===== src/rtl/kcl_pkg.sv =====
// ============================================================================
// kcl_pkg
// Shared types and constants for the keypad code lock: key codes, event
// codes, the lock mode, the result word and the power-on password.
// ============================================================================
`timescale 1ns / 1ps
`default_nettype none

package kcl_pkg;

    // Key codes of the letters used as default close and change keys.
    localparam logic [3:0] KEY_A = 4'd10;
    localparam logic [3:0] KEY_D = 4'd13;

    // Configuration register indexes.
    localparam logic CFG_CLOSE_KEY  = 1'b0;
    localparam logic CFG_CHANGE_KEY = 1'b1;

    // Key code for each matrix bit, bit = column*4 + row.
    localparam logic [3:0] KEY_OF_BIT [16] = '{
        4'd1,  4'd4,  4'd7,  4'd14,
        4'd2,  4'd5,  4'd8,  4'd0,
        4'd3,  4'd6,  4'd9,  4'd15,
        4'd10, 4'd11, 4'd12, 4'd13
    };

    // Event reported with each result word.
    typedef enum logic [3:0] {
        EV_NONE     = 4'd0,
        EV_DIGIT    = 4'd1,
        EV_OPENED   = 4'd2,
        EV_WRONG    = 4'd3,
        EV_CHSTART  = 4'd4,
        EV_CLOSED   = 4'd5,
        EV_NEWDIGIT = 4'd6,
        EV_CHANGED  = 4'd7,
        EV_IGNORED  = 4'd8
    } event_t;

    // Lock mode: changing implies the door is open.
    typedef enum logic [1:0] {
        MODE_LOCKED,
        MODE_OPEN,
        MODE_CHANGING
    } mode_t;

    // One result word.
    typedef struct packed {
        logic       key_valid;
        logic [3:0] key_code;
        event_t     event_res;
        logic       door_open;
        logic       changing_password;
        logic [2:0] digits_entered;
    } result_t;

    // Power-on password 1,2,2,4,5,5; positions past the sixth are zero.
    function automatic logic [3:0] pw_reset(input logic [3:0] pos);
        logic [3:0] key;
        case (pos)
            4'd0:    key = 4'd1;
            4'd1:    key = 4'd2;
            4'd2:    key = 4'd2;
            4'd3:    key = 4'd4;
            4'd4:    key = 4'd5;
            4'd5:    key = 4'd5;
            default: key = 4'd0;
        endcase
        return key;
    endfunction

endpackage

`default_nettype wire


===== src/rtl/kcl_key_scan.sv =====
// ============================================================================
// kcl_key_scan
// Priority encoder for one keypad matrix sample: the lowest set bit wins,
// so column 0 beats column 1 and, within a column, row 0 beats row 1.
// ============================================================================
`timescale 1ns / 1ps
`default_nettype none

module kcl_key_scan (
    input  wire logic [15:0] key_matrix,
    output logic             key_down,
    output logic [3:0]       key_code
);

    // Any pressed key at all.
    assign key_down = |key_matrix;

    // Walk from the highest bit down so the lowest set bit is written last.
    always_comb begin
        key_code = 4'd0;
        for (int b = 15; b >= 0; b--) begin
            if (key_matrix[b]) begin
                key_code = kcl_pkg::KEY_OF_BIT[b];
            end
        end
    end

endmodule

`default_nettype wire


===== src/rtl/kcl_lock_core.sv =====
// ============================================================================
// kcl_lock_core
// Lock state machine: press edge detection, code entry with a parallel
// compare against the stored password, door open/close and password change.
// ============================================================================
`timescale 1ns / 1ps
`default_nettype none

module kcl_lock_core #(
    parameter int CODE_LENGTH = 6
) (
    input  wire logic            aclk,
    input  wire logic            aresetn,
    input  wire logic            step_en,
    input  wire logic            key_down,
    input  wire logic [3:0]      key_code,
    input  wire logic [3:0]      close_key,
    input  wire logic [3:0]      change_key,
    output kcl_pkg::result_t     res
);

    localparam int IDX_W = (CODE_LENGTH > 1) ? $clog2(CODE_LENGTH) : 1;
    localparam logic [IDX_W-1:0] LAST_IDX = IDX_W'(CODE_LENGTH - 1);

    kcl_pkg::mode_t   mode_reg;
    kcl_pkg::mode_t   mode_next;
    logic [IDX_W-1:0] idx_reg;
    logic [IDX_W-1:0] idx_next;
    logic             key_was_down_reg;
    logic [3:0]       entry_reg [CODE_LENGTH];
    logic [3:0]       pw_reg    [CODE_LENGTH];

    logic             key_valid;
    logic             last_digit;
    logic             entry_we;
    logic             pw_we;
    logic             code_match;
    logic [CODE_LENGTH-1:0] pos_eq;
    kcl_pkg::event_t  ev;

    // Per-position compare; the final position uses the key being entered now.
    for (genvar i = 0; i < CODE_LENGTH; i++) begin : g_cmp
        if (i == CODE_LENGTH - 1) begin : g_last
            assign pos_eq[i] = (key_code == pw_reg[i]);
        end else begin : g_prev
            assign pos_eq[i] = (entry_reg[i] == pw_reg[i]);
        end
    end
    assign code_match = &pos_eq;

    // Next state, store write enables and the result word.
    always_comb begin
        key_valid  = key_down && !key_was_down_reg;
        last_digit = (idx_reg == LAST_IDX);
        mode_next  = mode_reg;
        idx_next   = idx_reg;
        ev         = kcl_pkg::EV_NONE;
        entry_we   = 1'b0;
        pw_we      = 1'b0;
        if (key_valid) begin
            case (mode_reg)
                kcl_pkg::MODE_LOCKED: begin
                    entry_we = 1'b1;
                    if (last_digit) begin
                        idx_next = '0;
                        if (code_match) begin
                            mode_next = kcl_pkg::MODE_OPEN;
                            ev        = kcl_pkg::EV_OPENED;
                        end else begin
                            ev = kcl_pkg::EV_WRONG;
                        end
                    end else begin
                        idx_next = idx_reg + 1'b1;
                        ev       = kcl_pkg::EV_DIGIT;
                    end
                end
                kcl_pkg::MODE_OPEN: begin
                    if (key_code == change_key) begin
                        mode_next = kcl_pkg::MODE_CHANGING;
                        ev        = kcl_pkg::EV_CHSTART;
                    end else if (key_code == close_key) begin
                        mode_next = kcl_pkg::MODE_LOCKED;
                        ev        = kcl_pkg::EV_CLOSED;
                    end else begin
                        ev = kcl_pkg::EV_IGNORED;
                    end
                end
                kcl_pkg::MODE_CHANGING: begin
                    pw_we = 1'b1;
                    if (last_digit) begin
                        idx_next  = '0;
                        mode_next = kcl_pkg::MODE_OPEN;
                        ev        = kcl_pkg::EV_CHANGED;
                    end else begin
                        idx_next = idx_reg + 1'b1;
                        ev       = kcl_pkg::EV_NEWDIGIT;
                    end
                end
                default: begin
                    mode_next = kcl_pkg::MODE_LOCKED;
                end
            endcase
        end

        res.key_valid         = key_valid;
        res.key_code          = key_valid ? key_code : 4'd0;
        res.event_res         = ev;
        res.door_open         = (mode_next != kcl_pkg::MODE_LOCKED);
        res.changing_password = (mode_next == kcl_pkg::MODE_CHANGING);
        res.digits_entered    = 3'(idx_next);
    end

    // Control state and the stored password.
    always_ff @(posedge aclk) begin
        if (!aresetn) begin
            mode_reg         <= kcl_pkg::MODE_LOCKED;
            idx_reg          <= '0;
            key_was_down_reg <= 1'b0;
            for (int i = 0; i < CODE_LENGTH; i++) begin
                pw_reg[i] <= kcl_pkg::pw_reset(4'(i));
            end
        end else if (step_en) begin
            mode_reg         <= mode_next;
            idx_reg          <= idx_next;
            key_was_down_reg <= key_down;
            if (pw_we) begin
                pw_reg[idx_reg] <= key_code;
            end
        end
    end

    // Entered digits; only positions already written this entry are compared.
    always_ff @(posedge aclk) begin
        if (step_en && entry_we) begin
            entry_reg[idx_reg] <= key_code;
        end
    end

    // The digit index never reaches the code length.
    a_idx_range: assert property (@(posedge aclk) disable iff (!aresetn)
        idx_reg <= LAST_IDX)
        else $error("digit index out of range");

    // With the door open and no change under way, no entry is in progress.
    a_open_idle_idx: assert property (@(posedge aclk) disable iff (!aresetn)
        (mode_reg == kcl_pkg::MODE_OPEN) |-> (idx_reg == '0))
        else $error("digit index nonzero while open");

    // A step without a new press leaves the lock state alone.
    a_no_press_hold: assert property (@(posedge aclk) disable iff (!aresetn)
        (step_en && !key_valid) |=> ($stable(mode_reg) && $stable(idx_reg)))
        else $error("lock state changed without a key press");

endmodule

`default_nettype wire


===== src/rtl/keypad_code_lock.sv =====
// ============================================================================
// keypad_code_lock
// Keypad door code lock: one 4x4 matrix sample in, one result word out.
// ============================================================================
// Usage:
//   s_valid/s_ready carry one keypad matrix sample per word (bit col*4+row).
//   m_valid/m_ready return exactly one result word per sample, in order:
//   key press seen, key code, event, door and change flags, digit count.
//   cfg_valid/cfg_ready write the close key (index 0) or the change key
//   (index 1); cfg_ready is always high. Write only while the block is idle.
// Timing:
//   A sample is held in the input register while the lock logic evaluates
//   it, and its result is then written into the result register.
//   Throughput is one sample per cycle while m_ready is high; the lock state
//   is updated in a single pass from the input to the result register.
// Stall:
//   While m_ready is low the result register holds; one more sample is taken
//   into the input register, then s_ready drops until the result is taken.
// Reset (aresetn low, synchronous):
//   Door locked, no entry in progress, no key held, password 1 2 2 4 5 5,
//   close key A and change key D. Both registers are emptied.
// ============================================================================
`timescale 1ns / 1ps
`default_nettype none

module keypad_code_lock #(
    parameter int CODE_LENGTH = 6
) (
    input  wire logic        aclk,
    input  wire logic        aresetn,
    // Configuration writes
    input  wire logic        cfg_valid,
    output logic             cfg_ready,
    input  wire logic        cfg_index,
    input  wire logic [3:0]  cfg_data,
    // Keypad samples
    input  wire logic        s_valid,
    output logic             s_ready,
    input  wire logic [15:0] s_key_matrix,
    // Results
    output logic             m_valid,
    input  wire logic        m_ready,
    output logic             m_key_valid,
    output logic [3:0]       m_key_code,
    output logic [3:0]       m_event_res,
    output logic             m_door_open,
    output logic             m_changing_password,
    output logic [2:0]       m_digits_entered
);

    logic              in_valid_reg;
    logic [15:0]       in_matrix_reg;
    logic              out_valid_reg;
    kcl_pkg::result_t  res_reg;
    kcl_pkg::result_t  res;
    logic [3:0]        close_key_reg;
    logic [3:0]        change_key_reg;
    logic              advance;
    logic              key_down;
    logic [3:0]        key_code;

    // The input word moves on when the result register is free or draining.
    assign advance   = in_valid_reg && (!out_valid_reg || m_ready);
    assign s_ready   = !in_valid_reg || advance;
    assign cfg_ready = 1'b1;

    // Configuration registers.
    always_ff @(posedge aclk) begin
        if (!aresetn) begin
            close_key_reg  <= kcl_pkg::KEY_A;
            change_key_reg <= kcl_pkg::KEY_D;
        end else if (cfg_valid) begin
            case (cfg_index)
                kcl_pkg::CFG_CLOSE_KEY:  close_key_reg  <= cfg_data;
                kcl_pkg::CFG_CHANGE_KEY: change_key_reg <= cfg_data;
                default: ;
            endcase
        end
    end

    // Input register.
    always_ff @(posedge aclk) begin
        if (!aresetn) begin
            in_valid_reg <= 1'b0;
        end else if (s_ready) begin
            in_valid_reg <= s_valid;
        end
    end

    always_ff @(posedge aclk) begin
        if (s_valid && s_ready) begin
            in_matrix_reg <= s_key_matrix;
        end
    end

    kcl_key_scan u_scan (
        .key_matrix (in_matrix_reg),
        .key_down   (key_down),
        .key_code   (key_code)
    );

    kcl_lock_core #(
        .CODE_LENGTH (CODE_LENGTH)
    ) u_core (
        .aclk       (aclk),
        .aresetn    (aresetn),
        .step_en    (advance),
        .key_down   (key_down),
        .key_code   (key_code),
        .close_key  (close_key_reg),
        .change_key (change_key_reg),
        .res        (res)
    );

    // Result register.
    always_ff @(posedge aclk) begin
        if (!aresetn) begin
            out_valid_reg <= 1'b0;
        end else if (advance) begin
            out_valid_reg <= 1'b1;
        end else if (m_ready) begin
            out_valid_reg <= 1'b0;
        end
    end

    always_ff @(posedge aclk) begin
        if (advance) begin
            res_reg <= res;
        end
    end

    // Result ports.
    assign m_valid             = out_valid_reg;
    assign m_key_valid         = res_reg.key_valid;
    assign m_key_code          = res_reg.key_code;
    assign m_event_res         = res_reg.event_res;
    assign m_door_open         = res_reg.door_open;
    assign m_changing_password = res_reg.changing_password;
    assign m_digits_entered    = res_reg.digits_entered;

endmodule

`default_nettype wire

===== config.mk =====
export PLATFORM = sky130hd
export DESIGN_NAME = keypad_code_lock
export DESIGN_NICKNAME = d
export VERILOG_FILES = /design/src/rtl/kcl_pkg.sv /design/src/rtl/kcl_key_scan.sv /design/src/rtl/kcl_lock_core.sv /design/src/rtl/keypad_code_lock.sv
export SDC_FILE = /design/constraint.sdc
export NUM_CORES = 1
export LEC_CHECK = 0
export BUFFER_PORTS_ARGS = -buffer_cell sky130_fd_sc_hd__clkbuf_2
export CAP_MARGIN = 40
export CORE_ASPECT_RATIO = 0.8
export CORE_MARGIN = 2
export CORE_UTILIZATION = 30
export CTS_CLUSTER_DIAMETER = 30
export DETAILED_ROUTE_END_ITERATION = 8
export GPL_TIMING_DRIVEN = 0
export PLACE_DENSITY_LB_ADDON = 0.12
export SLEW_MARGIN = 5
export SYNTH_ARGS = -nofsm -noshare
export SYNTH_HDL_FRONTEND = slang
export SYNTH_SLANG_ARGS = --single-unit
export TNS_END_PERCENT = 5

===== constraint.sdc =====
create_clock -name aclk -period 6.6 [get_ports aclk]
set_input_delay 0.66 -clock aclk [delete_from_list [all_inputs] [get_ports aclk]]
set_output_delay 0.66 -clock aclk [all_outputs]
set_load 0.1 [all_outputs]

==> impl_results.md <==
- Status: completed
- WP data arrival: 2.91 ns
- Share of layout cells above drive strength 1: approximately a fifth
- Post-synthesis mux area share: 1.473%
- Die height: between 100 and 150 um
- WP data required: between 6 and 7 ns
- Ys flop type: edfxtp_1
- Max reg flops: 24
- Crit. End Element: register
- Synth cell count leaders: 74 x edfxtp_1, 41 x nor2_1, 31 x nand2_1, 20 x xnor2_1
- Synth top area share: roughly 52%
- Post-DP Area: between 0.004 and 0.005 mm^2
- Post-synthesis simple-gate area fraction: between 15 and 20%
- Nets: roughly 440
- Finish-stage setup viols: 0
- Largest net degree at the start of global routing: 17
- CTS hold repair buffers: 0
- Synth unique cells: 68
- Reg2Reg Depth: 7
- Synthesized area: 0.004247 mm^2
- Post-CTS setup repair buffer count: 0
- Worst-margin pin slew: approximately 0.72 ns
- H-tree levels: 3
- Slowest CP cell: o31ai_1
- Fin. Hold Viols: 0
- Total gr overflow: 0
- Antenna-violating nets left: 0
- Num ports: 43
- Vias in the first global route: roughly 2.9k
- RSZ-0062 raised after global routing: false
- CP cell instances: nor2b_1 > o21a_1 > o31ai_1 > and2_1 > clkbuf_1 > inv_1 > or3_1
- Kind of critical path: reg -> reg
- Max cap viols: 0
- GP Congestion: 0.8095
- Maximum fanout along the worst path: 7
- Area added between synthesis and finish: 17.88%
- DRT Pass-1 Iters: 5
- CTS buffer count: 9
- Fin cells: ~600
- Clock sinks: 90
- Setup TNS: 0 ns
- Hold Crit Class: reg -> reg
- Cell area power density: approximately 270 mW/mm^2
- Yosys reg bits: 90
- Max frequency: between 300 and 400 MHz
- # DRC: 0
- Peak supply drop: around 0.00016 V
- GRT Util Overall: between 10% and 20%
- Largest cells by area after synthesis: edfxtp_1 52%, dfxtp_1 7.5%, xnor2_1 4.1%
- Pleak: ~1.8 nW
- Root Buffer: clkbuf_16
- Finished Cell Area: 0.005006 mm^2
- Worst R2R End: u_core.pw_reg[0][0]
- Vias: 2,936
- Post-synthesis sequential area ratio: approximately three fifths
- Die Wd: 137.0 um
- Delay of the slowest critical-path stage: 0.57 ns
- Initial antenna violation count: 0
- Final Max Slew Viols: 0
- Final min period: between 2 and 3 ns
- Most frequent cell after synthesis: edfxtp_1
- Post-Synth Adder-Cell Area: 0%
- Ant diodes: 0
- Reg2Reg Setup Slack: between 3 and 4 ns
- Routed WL per cell: about 16 um
- Hold WS: roughly 0.48 ns
- Final period utilization: a little over two fifths
- EDFF count, synth: 74
- Clock Latency Late Sink: ~0.33 ns
- WHS Endpoint: change_key_reg[3]
- Num rows: 38
- I/O Buffers: 41
- Syn avg cell area: around 12 um^2
- Hold depth: 2
- Post-synthesis xor/xnor area fraction: roughly 5.2%
- Post-synth ARST share: 0%
- Post-synthesis compound-gate area fraction: about an eighth
- Final WL: slightly below 10 mm
- Worst setup SP type: register
- Vias per Instance: 4.869
- Top cell type by total area after synthesis: edfxtp_1
- Post-Syn Nets: between 300 and 400
- PostCTS Resize Cnt: 0
- HP Start: change_key_reg[3]
- Reg2reg start: in_matrix_reg[15]
- Die area: ~0.015 mm^2
- Clk slew on worst S/H paths: approximately 0.06 ns
- Slew margin rel.: a little over half
- Post-layout util: 36.56%
- CTS Buffer Depth: 2
- Fin Clk Skew: approximately 0.0053 ns
- TritonCTS clock tree: yes
- First-pass GRT wire length: approximately 16 mm
- Placed Cells: roughly 590
- Detailed-placement wirelength estimate: between 7 and 8 mm
- Cell count after synthesis: 364
- Core box area: 0.01369 mm^2
- Ys Warns: 0
- Starting DRT DRC Count: around 210
- Largest family of logic cells by synthesized area: simple AND/OR/NAND/NOR gates
- Initial Util: between 30% and 40%
[layout by cell type (no fill, tap or decap), types with 2 or more instances in the layout]
cell and instances:
edfxtp_1 74, nor2_1 41, clkbuf_2 41, nand2_1 31, xnor2_1 20, nand3_1 16, dfxtp_1 16, inv_1 14
o21ai_0 12, nor3_1 11, a21oi_1 10, clkbuf_16 9, clkbuf_1 7, nor2b_1 6, buf_4 6, or3_1 6
xor2_1 5, nand4_1 5, buf_2 4, a21o_1 4, o311ai_1 4, nor3b_1 4, mux2i_1 4, and2_1 3
nor4_1 3, o21ai_1 3, o21a_1 3, and3_1 3, nand2b_1 3, o311a_1 3, mux2_1 2, o31a_1 2
o211ai_1 2, o31ai_1 2, inv_2 2, a211oi_2 2, clkbuf_8 2
[routing by layer]
layer	GRT usage, %	routed length [um]
met1	21.65	5234
met2	18.47	4097
met3	3.489	444
met4	3.505	80
met5	0	0
[per-stage QoR]
step / total power, mW / setup WS (ns)
after global placement: 0.8094 / 2.900
after floorplan: 0.7692 / 3.567
after global routing: 1.376 / 3.481
after detailed placement: 0.8105 / 3.432
final: 1.327 / 3.771
after CTS: 1.340 / 3.740
[layout make-up]
cell class              instances  area (um^2)
clock buffers                  13        260.3
fillers                      1391         8687
well taps                     180        225.2
multi-input cells             242         1553
plain buffers                  16        91.34
flip-flops and latches         90         2542
repair buffers                 43        227.7
clock inverters                 3        46.29
inverters                      16        60.06
[kinds of logic (layout without fill, tap and decap cells)]
group / Yosys count / count (layout)
flops: 90 / 90
mux: 6 / 6
other cells: 1 / 1
xor+xnor: 25 / 25
simple gates: 145 / 145
compound gates: 65 / 65
buf+inv: 32 / 91
[worst max-delay path by stage]
stage                     endpoint  slack [ns]              start  cells after the start
6_report       u_core.pw_reg[0][0]        3.77  in_matrix_reg[15]                      7
5_1_grt        u_core.pw_reg[3][0]        3.48            m_valid                      6
4_1_cts        u_core.pw_reg[0][0]        3.74  in_matrix_reg[15]                      7
3_5_place_dp   u_core.pw_reg[3][2]        3.43            m_ready                      7
3_3_place_gp   u_core.pw_reg[3][2]        2.90            m_ready                      7
2_1_floorplan  u_core.pw_reg[0][0]        3.57            m_valid                      6
[power breakdown]
part / switching, mW / total (mW) / internal (mW)
combinational: 0.104 / 0.146 / 0.0418
clock: 0.212 / 0.528 / 0.316
sequential: 0.0146 / 0.653 / 0.638
[critical path, delay by kind of cell (launching register included)]
family	cells	cell delay, ns
DFF	1	0.44
buffers and inverters	2	0.62
and+or+nand+nor	3	0.77
AOI/OAI and AO/OA	2	0.74
(Power assumes the default switching activity.)
